--- src/multichannel_adsr_wave_synth_assert.svh ---
// Assertion macros used by the synthesizer RTL (mas_back).
// Expects signals named clk and rst in the scope of each use.
`ifndef MULTICHANNEL_ADSR_WAVE_SYNTH_ASSERT_SVH
`define MULTICHANNEL_ADSR_WAVE_SYNTH_ASSERT_SVH

// Same-cycle implication, disabled during reset.
`define MAS_ASSERT_NOW(lbl, ante, cons, msg) \
  lbl: assert property (@(posedge clk) disable iff (rst) (ante) |-> (cons)) else $error(msg);

// Next-cycle implication, disabled during reset.
`define MAS_ASSERT_NEXT(lbl, ante, cons, msg) \
  lbl: assert property (@(posedge clk) disable iff (rst) (ante) |=> (cons)) else $error(msg);

`endif

--- src/mas_pkg.sv ---
// Shared types, codes and constants of the ADSR wavetable synthesizer.
// Holds the quarter-wave sine table, built at elaboration. No dependencies.
package mas_pkg;

  localparam int VOICES       = 8;
  localparam int VOICE_W      = 3;
  localparam int PHASE_BITS   = 16;
  localparam int TIME_BITS    = 20;
  localparam int SINE_ENTRIES = 256;

  localparam logic [16:0] FULL       = 17'd32768;
  localparam logic [15:0] DUTY_LO    = 16'd3277;
  localparam logic [15:0] DUTY_HI    = 16'd62259;
  localparam logic [15:0] NOISE_SEED = 16'hACE1;
  localparam logic [3:0]  VOICES_RST = 4'd4;

  localparam logic [2:0] MODE_TICK = 3'd0;
  localparam logic [2:0] MODE_PLAY = 3'd1;
  localparam logic [2:0] MODE_ENV  = 3'd2;
  localparam logic [2:0] MODE_STOP = 3'd3;
  localparam logic [2:0] MODE_ALL  = 3'd4;

  localparam logic [2:0] WAVE_SQUARE = 3'd0;
  localparam logic [2:0] WAVE_TRI    = 3'd1;
  localparam logic [2:0] WAVE_SAW    = 3'd2;
  localparam logic [2:0] WAVE_NOISE  = 3'd3;
  localparam logic [2:0] WAVE_PULSE  = 3'd4;
  localparam logic [2:0] WAVE_SINE   = 3'd5;

  localparam logic [2:0] ENV_OFF     = 3'd0;
  localparam logic [2:0] ENV_ATTACK  = 3'd1;
  localparam logic [2:0] ENV_DECAY   = 3'd2;
  localparam logic [2:0] ENV_SUSTAIN = 3'd3;
  localparam logic [2:0] ENV_RELEASE = 3'd4;

  localparam logic [1:0] REG_VOICES = 2'd0;

  typedef enum logic [2:0] {
    K_TICK, K_PLAY, K_ENV, K_STOP, K_ALL
  } cmd_kind_t;

  typedef struct packed {
    cmd_kind_t             kind;
    logic [VOICE_W-1:0]    voice;
    logic [15:0]           step;
    logic [15:0]           vol;
    logic [2:0]            wave;
    logic [15:0]           duty;
    logic [TIME_BITS-1:0]  att;
    logic [TIME_BITS-1:0]  dec;
    logic [15:0]           sus;
    logic [TIME_BITS-1:0]  rel;
  } item_t;

  typedef logic [15:0] sine_tab_t [SINE_ENTRIES+1];

  // Degree-9 Taylor polynomial in Q30, rounded to Q15.
  function automatic sine_tab_t build_sine();
    sine_tab_t tb;
    logic [63:0] x, x2, t, s, v;
    for (int k = 0; k <= SINE_ENTRIES; k++) begin
      x  = (64'd1686629713 * 64'(k)) / SINE_ENTRIES;
      x2 = (x * x) >> 30;
      t  = 64'd1073741824 - x2 / 72;
      t  = 64'd1073741824 - ((x2 * t) >> 30) / 42;
      t  = 64'd1073741824 - ((x2 * t) >> 30) / 20;
      t  = 64'd1073741824 - ((x2 * t) >> 30) / 6;
      s  = (x * t) >> 30;
      v  = (s * 64'd32768 + 64'd536870912) >> 30;
      if (v > 64'd32768) v = 64'd32768;
      tb[k] = v[15:0];
    end
    return tb;
  endfunction

  localparam sine_tab_t SINE_TAB = build_sine();

endpackage

--- src/mas_front.sv ---
// Input side: takes items, decodes the mode, clamps levels and duty,
// and holds them in a two-entry queue. Depends on mas_pkg.
module mas_front import mas_pkg::*; (
  input  logic                 clk,
  input  logic                 rst,
  input  logic                 push,
  output logic                 full,
  input  logic [2:0]           mode,
  input  logic [VOICE_W-1:0]   voice,
  input  logic [15:0]          phase_step,
  input  logic [15:0]          volume,
  input  logic [2:0]           waveform,
  input  logic [15:0]          duty,
  input  logic [TIME_BITS-1:0] attack_len,
  input  logic [TIME_BITS-1:0] decay_len,
  input  logic [15:0]          sustain_level,
  input  logic [TIME_BITS-1:0] release_len,
  output logic                 q_valid,
  output item_t                q_item,
  input  logic                 q_ready
);

  item_t       qmem [2];
  logic        wr_ptr, rd_ptr;
  logic [1:0]  count;
  item_t       cls;
  logic        known;
  logic        do_wr, do_rd;

  always_comb begin
    cls       = '0;
    known     = 1'b1;
    unique case (mode)
      MODE_TICK: cls.kind = K_TICK;
      MODE_PLAY: cls.kind = K_PLAY;
      MODE_ENV:  cls.kind = K_ENV;
      MODE_STOP: cls.kind = K_STOP;
      MODE_ALL:  cls.kind = K_ALL;
      default: begin
        cls.kind = K_TICK;
        known    = 1'b0;
      end
    endcase
    cls.voice = voice;
    cls.step  = phase_step;
    cls.vol   = ({1'b0, volume} > FULL) ? FULL[15:0] : volume;
    cls.wave  = waveform;
    cls.duty  = (duty < DUTY_LO) ? DUTY_LO : ((duty > DUTY_HI) ? DUTY_HI : duty);
    cls.att   = attack_len;
    cls.dec   = decay_len;
    cls.sus   = ({1'b0, sustain_level} > FULL) ? FULL[15:0] : sustain_level;
    cls.rel   = release_len;
  end

  assign full    = (count == 2'd2);
  assign q_valid = (count != 2'd0);
  assign q_item  = qmem[rd_ptr];
  // unknown modes are taken and dropped here
  assign do_wr   = push && !full && known;
  assign do_rd   = q_valid && q_ready;

  always_ff @(posedge clk) begin
    if (rst) begin
      wr_ptr <= 1'b0;
      rd_ptr <= 1'b0;
      count  <= 2'd0;
    end else begin
      if (do_wr) begin
        qmem[wr_ptr] <= cls;
        wr_ptr       <= !wr_ptr;
      end
      if (do_rd) rd_ptr <= !rd_ptr;
      count <= count + 2'(do_wr) - 2'(do_rd);
    end
  end

endmodule

--- config.mk ---
export PLATFORM = sky130hd
export DESIGN_NAME = mas_front
export DESIGN_NICKNAME = d
export VERILOG_FILES = /design/src/multichannel_adsr_wave_synth_assert.svh /design/src/mas_pkg.sv /design/src/mas_front.sv
export SDC_FILE = /design/constraint.sdc
export NUM_CORES = 1
export LEC_CHECK = 0
export BUFFER_PORTS_ARGS = -buffer_cell sky130_fd_sc_hd__clkbuf_2
export CORE_AREA = 2 2 166 168
export DETAILED_ROUTE_END_ITERATION = 7
export DIE_AREA = 0 0 168 170
export SETUP_SLACK_MARGIN = 0.02
export SYNTH_ARGS = -nofsm -noshare
export SYNTH_HDL_FRONTEND = slang
export SYNTH_SLANG_ARGS = --single-unit
export TNS_END_PERCENT = 30
--- constraint.sdc ---
create_clock -name clk -period 34.9 [get_ports clk]
set_clock_uncertainty 0.15 [all_clocks]
set_input_delay 8.725 -clock clk [delete_from_list [all_inputs] [get_ports clk]]
set_output_delay 8.725 -clock clk [all_outputs]
set_load 0.05 [all_outputs]
==> results of run 1 <==
[per-stage QoR]
stage          utilization  setup WS [ns]  std cells  cell area, um^2  hold slack (ns)
6_report             0.488          22.94       1171            13000            0.367
5_1_grt              0.488          22.73       1171            13000            0.408
4_1_cts              0.488          22.82       1171            13000            0.377
3_5_place_dp         0.452          23.40       1117            12000            0.352
3_3_place_gp         0.452          23.41       1117            12000            0.346
2_1_floorplan            -          15.22        525            10300            0.331
[per-layer routing]
layer  vias to the layer above  track usage  wire length [um]
met5                         -            0                11
met4                         2       0.0469               650
met3                        40       0.0326              1260
met2                       183        0.246             10400
met1                      2729        0.173              8520
li1                       2623            -                 -
[kinds of logic (layout without fill, tap and decap cells)]
logic type,Yosys count,after routing
AO/OA/AOI/OAI,22,22
XOR/XNOR,4,4
adder cells (fa/ha/maj),2,2
buffers and inverters,28,333
flip-flops,271,271
multiplexers,133,133
AND/OR/NAND/NOR,65,65
[sequential cells by signal (all words and copies together), names as in the netlist, named ones only]
name    cells
count       2
qmem      266
rd_ptr      1
wr_ptr      1
[cell type report]
class	instances	area, um^2	share of cell area
repair buffers	276	1390	0.107
multi-input cells	226	2120	0.163
flip-flops and latches	271	8090	0.622
clock buffers	32	747	0.0574
well taps	341	427	0.0328
clock inverters	22	226	0.0174
inverters	3	11.3	0.000865
[how the worst min path moves through the flow]
stage / startpoint / to / slack (ns) / depth (start not counted)
floorplan: rd_ptr$_SDFFE_PP0P_ / flip-flop / 0.33 / 2
global placement: rd_ptr$_SDFFE_PP0P_ / rd_ptr$_SDFFE_PP0P_ / 0.35 / 2
detailed placement: rd_ptr$_SDFFE_PP0P_ / rd_ptr$_SDFFE_PP0P_ / 0.35 / 2
CTS: rd_ptr$_SDFFE_PP0P_ / rd_ptr$_SDFFE_PP0P_ / 0.38 / 2
global route: rd_ptr$_SDFFE_PP0P_ / flip-flop / 0.41 / 2
finish: rd_ptr$_SDFFE_PP0P_ / rd_ptr$_SDFFE_PP0P_ / 0.37 / 2
[critical path, stage by stage, from the launching register on]
cell      delay, ns
dfxtp_4        0.86
buf_4          0.94
mux2_2         0.43
clkbuf_2       0.25
[cell usage in the layout (no fill, tap or decap), types with 2 or more instances in the layout]
master / instances
inv_1: 3
dfxtp_1: 4
bufinv_16: 4
o21ai_0: 2
clkinv_2: 11
and2b_1: 4
edfxtp_1: 266
a21o_1: 3
ha_1: 2
nor2_1: 5
clkinvlp_4: 4
nor2b_1: 30
clkbuf_1: 2
nor4_1: 9
a41oi_1: 2
xnor2_1: 2
nor3_1: 2
nand4_1: 2
nand2_1: 6
clkbuf_16: 29
mux2_2: 133
o211ai_1: 2
buf_4: 5
xor2_1: 2
clkbuf_2: 271
o21a_1: 5
[power groups by stage]
stage          combinational [mW]  sequential, mW  clock (mW)
6_report                    0.289           0.394       0.307
5_1_grt                     0.302           0.397       0.328
4_1_cts                     0.293           0.395       0.316
3_5_place_dp                0.292           0.402           0
3_3_place_gp                0.292           0.401           0
2_1_floorplan               0.238           0.395           0
==> flow_summary.yaml, run 1 <==
status:
  status: "complete, no violations"
setup_path:
  r2r_slack_ns: 32.49
  critPathCaptureType: "primary output"
  r2r_cells: 4
  regToRegEndpoint: "qmem[1][92]$_DFFE_PP_"
  endpoint: "q_item[31]"
  path_max_fanout: 76
  cp.required_ns: 26.02
  worstSetupStartpointType: "flip-flop"
  worstSetupPathType: "flip-flop to primary output"
  reg2reg_from: "count[1]$_SDFF_PP0_"
  critPathArrivalTime_ns: 3.08
synthesis:
  synth_area_um2: 10300
  synth_top_family_by_area: "multiplexers"
  synth_edf_count: 266
  synth_compound_area_frac: 0.0162
  synthSimpleGateAreaFrac: 0.0372
  async_flop_share: 0
  avgSynthCellArea_um2: 19.7
  synth_top_area_share: 0.774
  synth.mux.area_fraction: 0.145
  ys_seq_area_frac: 0.783
  synthFlopType: "edfxtp_1"
  syn_nets: 664
  yosysMostFrequentCell: "edfxtp_1"
  ys_types: 35
  synth_xor_area_frac: 0.00339
  ys_top_cells_by_count: "266 x edfxtp_1, 133 x mux2_2, 30 x nor2b_1"
  synth.area.top_cells: "edfxtp_1 77%, mux2_2 15%, nor2b_1 1.8%"
  ys.warnings.count: 0
  synth-seq-cells: 271
  synth_largest_area_cell: "edfxtp_1"
  synth_fa_ha_area_frac: 0.00242
  synthCells: 525
power_and_ir_drop:
  peakVddDrop_uv: 37.8
  p_int_mw: 0.647
  switchingPower_mw: 0.344
  netSwitchingFraction: 0.347
  finalPower_mw: 0.991
  p_leak_nw: 4.84
  clkPwrFrac: 0.310
  power_frac_seq: 0.398
  p_per_area_nw_per_um2: 76.1
  combPwrFrac: 0.292
floorplanning:
  core_um2: 26700
  die_h_um: 170
  start_util: 0.387
  die_area_um2: 28600
  pin_count: 272
  rows: 60
  die_w_um: 168
finish:
  final_nets: 946
  layout-drive-gt1-share: 0.563
  syn_to_final_growth_pct: 26.1
  fillers: 2315
  antenna_cells: 0
cts:
  numCtsBuffers: 29
  cts_tree: "done"
  cts_htree_levels: 1
  numClockSinks: 271
  cts.repair.resized: 0
  clk_latency_ns: 0.54
  postCtsSetupRepairBufs: 0
  cts.path.max_buffers: 3
  cts_hold_buf: 0
  cts_root_buf: "clkbuf_16"
  clk_pin_slew_ns: 0.06
route:
  drt_iter0_markers: 258
  vias: 5577
  ant_nets: 0
  drt-total-wl_um: 20900
  viasPerCell: 4.76
  route.detailed.drc: 0
  firstDrtPassIters: 4
  drt-wirelength-per-cell_um: 17.8
global_route:
  grt_usage: 0.141
  grt_max_degree: 77
  grt_pass1_vias: 5751
  grt_pass1_wl_um: 31100
  overflow: 0
  antenna_found_initial: 1
place:
  io_buffers: 271
  place.gp.congestion: 0.793
  hpwl_um: 13500
timing:
  finalHoldViolCount: 0
  tightest_slew_ns: 1.07
  finalCriticalPeriod_ns: 11.96
  finalSetupViolCount: 0
  slew-limit-headroom: 0.285
  min_period_over_period: 0.343
  slew_violations: 0
  tns_ns: 0
  rsz0062_at_grt: "no"
  max_freq_mhz: 83.6
min_path:
  min_path_type: "flip-flop to flip-flop"
flow_run:
  maxCapViolCount: 0
No activity file was read; power rests on OpenSTA's default activity.
==> inputs of run 2 (changes only) <==
clock period = 12.3 ns   (was 34.9 ns; I/O delays follow)
==> flow_summary.yaml, run 2 (synthesis results as in run 1) <==
status:
  status: "complete, no violations"
global_route:
  grt_util_met1: 0.172
  grtUsageMet2: 0.227
  antenna_found_initial: 2
  grt_use_met3: 0.0486
  grt_usage: 0.138
  overflow: 0
  grt_max_degree: 75
  top_usage_layer: "met2"
  grt_pass1_wl_um: 30800
  grt_pass1_vias: 5781
floorplanning:
  die_h_um: 170
  die_w_um: 168
  core_um2: 26700
  rows: 60
  pin_count: 272
  die_area_um2: 28600
  start_util: 0.387
timing:
  tightest_slew_ns: 1.05
  max_freq_mhz: 158
  rsz0062_at_grt: "no"
  min_period_over_period: 0.514
  hold-worst-slack_ns: 0.353
  finalCriticalPeriod_ns: 6.32
  slew_violations: 0
  finalHoldViolCount: 0
  finalSetupViolCount: 0
  slew-limit-headroom: 0.303
power_and_ir_drop:
  peakVddDrop_uv: 115
  p_per_area_nw_per_um2: 210
  finalPower_mw: 2.71
  p_leak_nw: 4.77
cts:
  cts.path.max_buffers: 3
  numCtsBuffers: 28
  cts_htree_levels: 1
  clk_pin_slew_ns: 0.06
  cts_root_buf: "clkbuf_16"
  cts.repair.resized: 0
  clk_latency_ns: 0.53
  postCtsSetupRepairBufs: 0
  cts_hold_buf: 0
  numClockSinks: 271
  cts_tree: "done"
flow_run:
  maxCapViolCount: 0
finish:
  final_cell_mix: "271 x clkbuf_2, 266 x edfxtp_1, 133 x mux2_2"
  design_area_um2: 12900
  layout-drive-gt1-share: 0.542
  largest_reg_flops: 266
  largest-register: "qmem"
  syn_to_final_growth_pct: 24.8
  reg.largest.list: "qmem: 266 flops, count: 2 flops"
  instances_no_fill: 1169
  final_common_cell: "clkbuf_2"
  fillers: 2316
  final_nets: 945
setup_path:
  critPathArrivalTime_ns: 3.09
  crit_cells: 3
  cp_slowest_cell: "dfxtp_4"
  reg2reg_from: "count[1]$_SDFF_PP0_"
  r2r_cells: 4
  worstSetupStartpointType: "flip-flop"
  cp.required_ns: 9.07
  critPathCaptureType: "primary output"
  crit_family: "buffers and inverters"
  worstPathBufferInverterCount: 2
  worstSetupPathType: "flip-flop to primary output"
  slowest_delay_ns: 0.92
  path_max_fanout: 70
  path_cells: "buf_4 > mux2_2 > clkbuf_2"
place:
  place.gp.congestion: 0.755
  placed_area_um2: 12000
  hpwl_um: 13200
  io_buffers: 271
  dpl.cell_count: 1117
route:
  firstDrtPassIters: 4
  ant_nets: 0
  drt_iter0_markers: 236
  vias: 5580
  drt-total-wl_um: 20200
  route.detailed.drc: 0
  viasPerCell: 4.77
  drt-wirelength-per-cell_um: 17.3
min_path:
  min-delay-start: "rd_ptr$_SDFFE_PP0P_"
  min_path_type: "flip-flop to flip-flop"
  hold_path_depth: 2
run 2: changes by cell type in the layout (fill, tap and decap cells not counted), sizes merged:
| cell | change |
|---|---|
| clkbuf | +2 |
| inv | -1 |
| diode | +2 |
| clkinvlp | -4 |
| clkinv | +2 |
| bufinv | -3 |
run 2: per-stage QoR:
| stage | setup WS [ns] | util | TNS [ns] |
|---|---|---|---|
| final | 5.98 | 0.484 | 0 |
| after global routing | 5.78 | 0.483 | 0 |
| after CTS | 5.88 | 0.483 | 0 |
| after detailed placement | 6.27 | 0.452 | 0 |
| after global placement | 6.32 | 0.452 | 0 |
| after floorplan | -1.04 | - | -137.82 |
run 2: per-layer routing:
layer	vias to the layer above	part of all wire
met2	202	0.47
met3	33	0.090
met1	2714	0.41
met4	0	0.026
li1	2631	-
met5	-	0
run 2: worst register-to-register path, delay by kind of cell, from the launching register on:
kind / cells / cell delay (ns)
AND/OR/NAND/NOR: 3 / 1.25
buffers and inverters: 1 / 0.81
flip-flops: 1 / 0.32
run 2: cell type report:
class	count	area, um^2	share of cell area
inverters	3	11.3	0.000874
well taps	341	427	0.0331
diodes	2	5.00	0.000388
multi-input cells	226	2130	0.165
flip-flops and latches	271	8090	0.628
clock inverters	16	88.8	0.00689
repair buffers	276	1390	0.108
clock buffers	34	744	0.0578
run 2: final timing paths:
path         slack [ns]                endpoint
max reg2reg        9.32  qmem[0][119]$_DFFE_PP_
min                0.35               flip-flop
min reg2reg        0.35               flip-flop
max                5.98              q_item[50]
run 2: power by group:
part	switching (mW)	internal (mW)	total, mW
Sequential	0.0423	1.08	1.12
Clock	0.322	0.445	0.767
Combinational	0.584	0.235	0.819
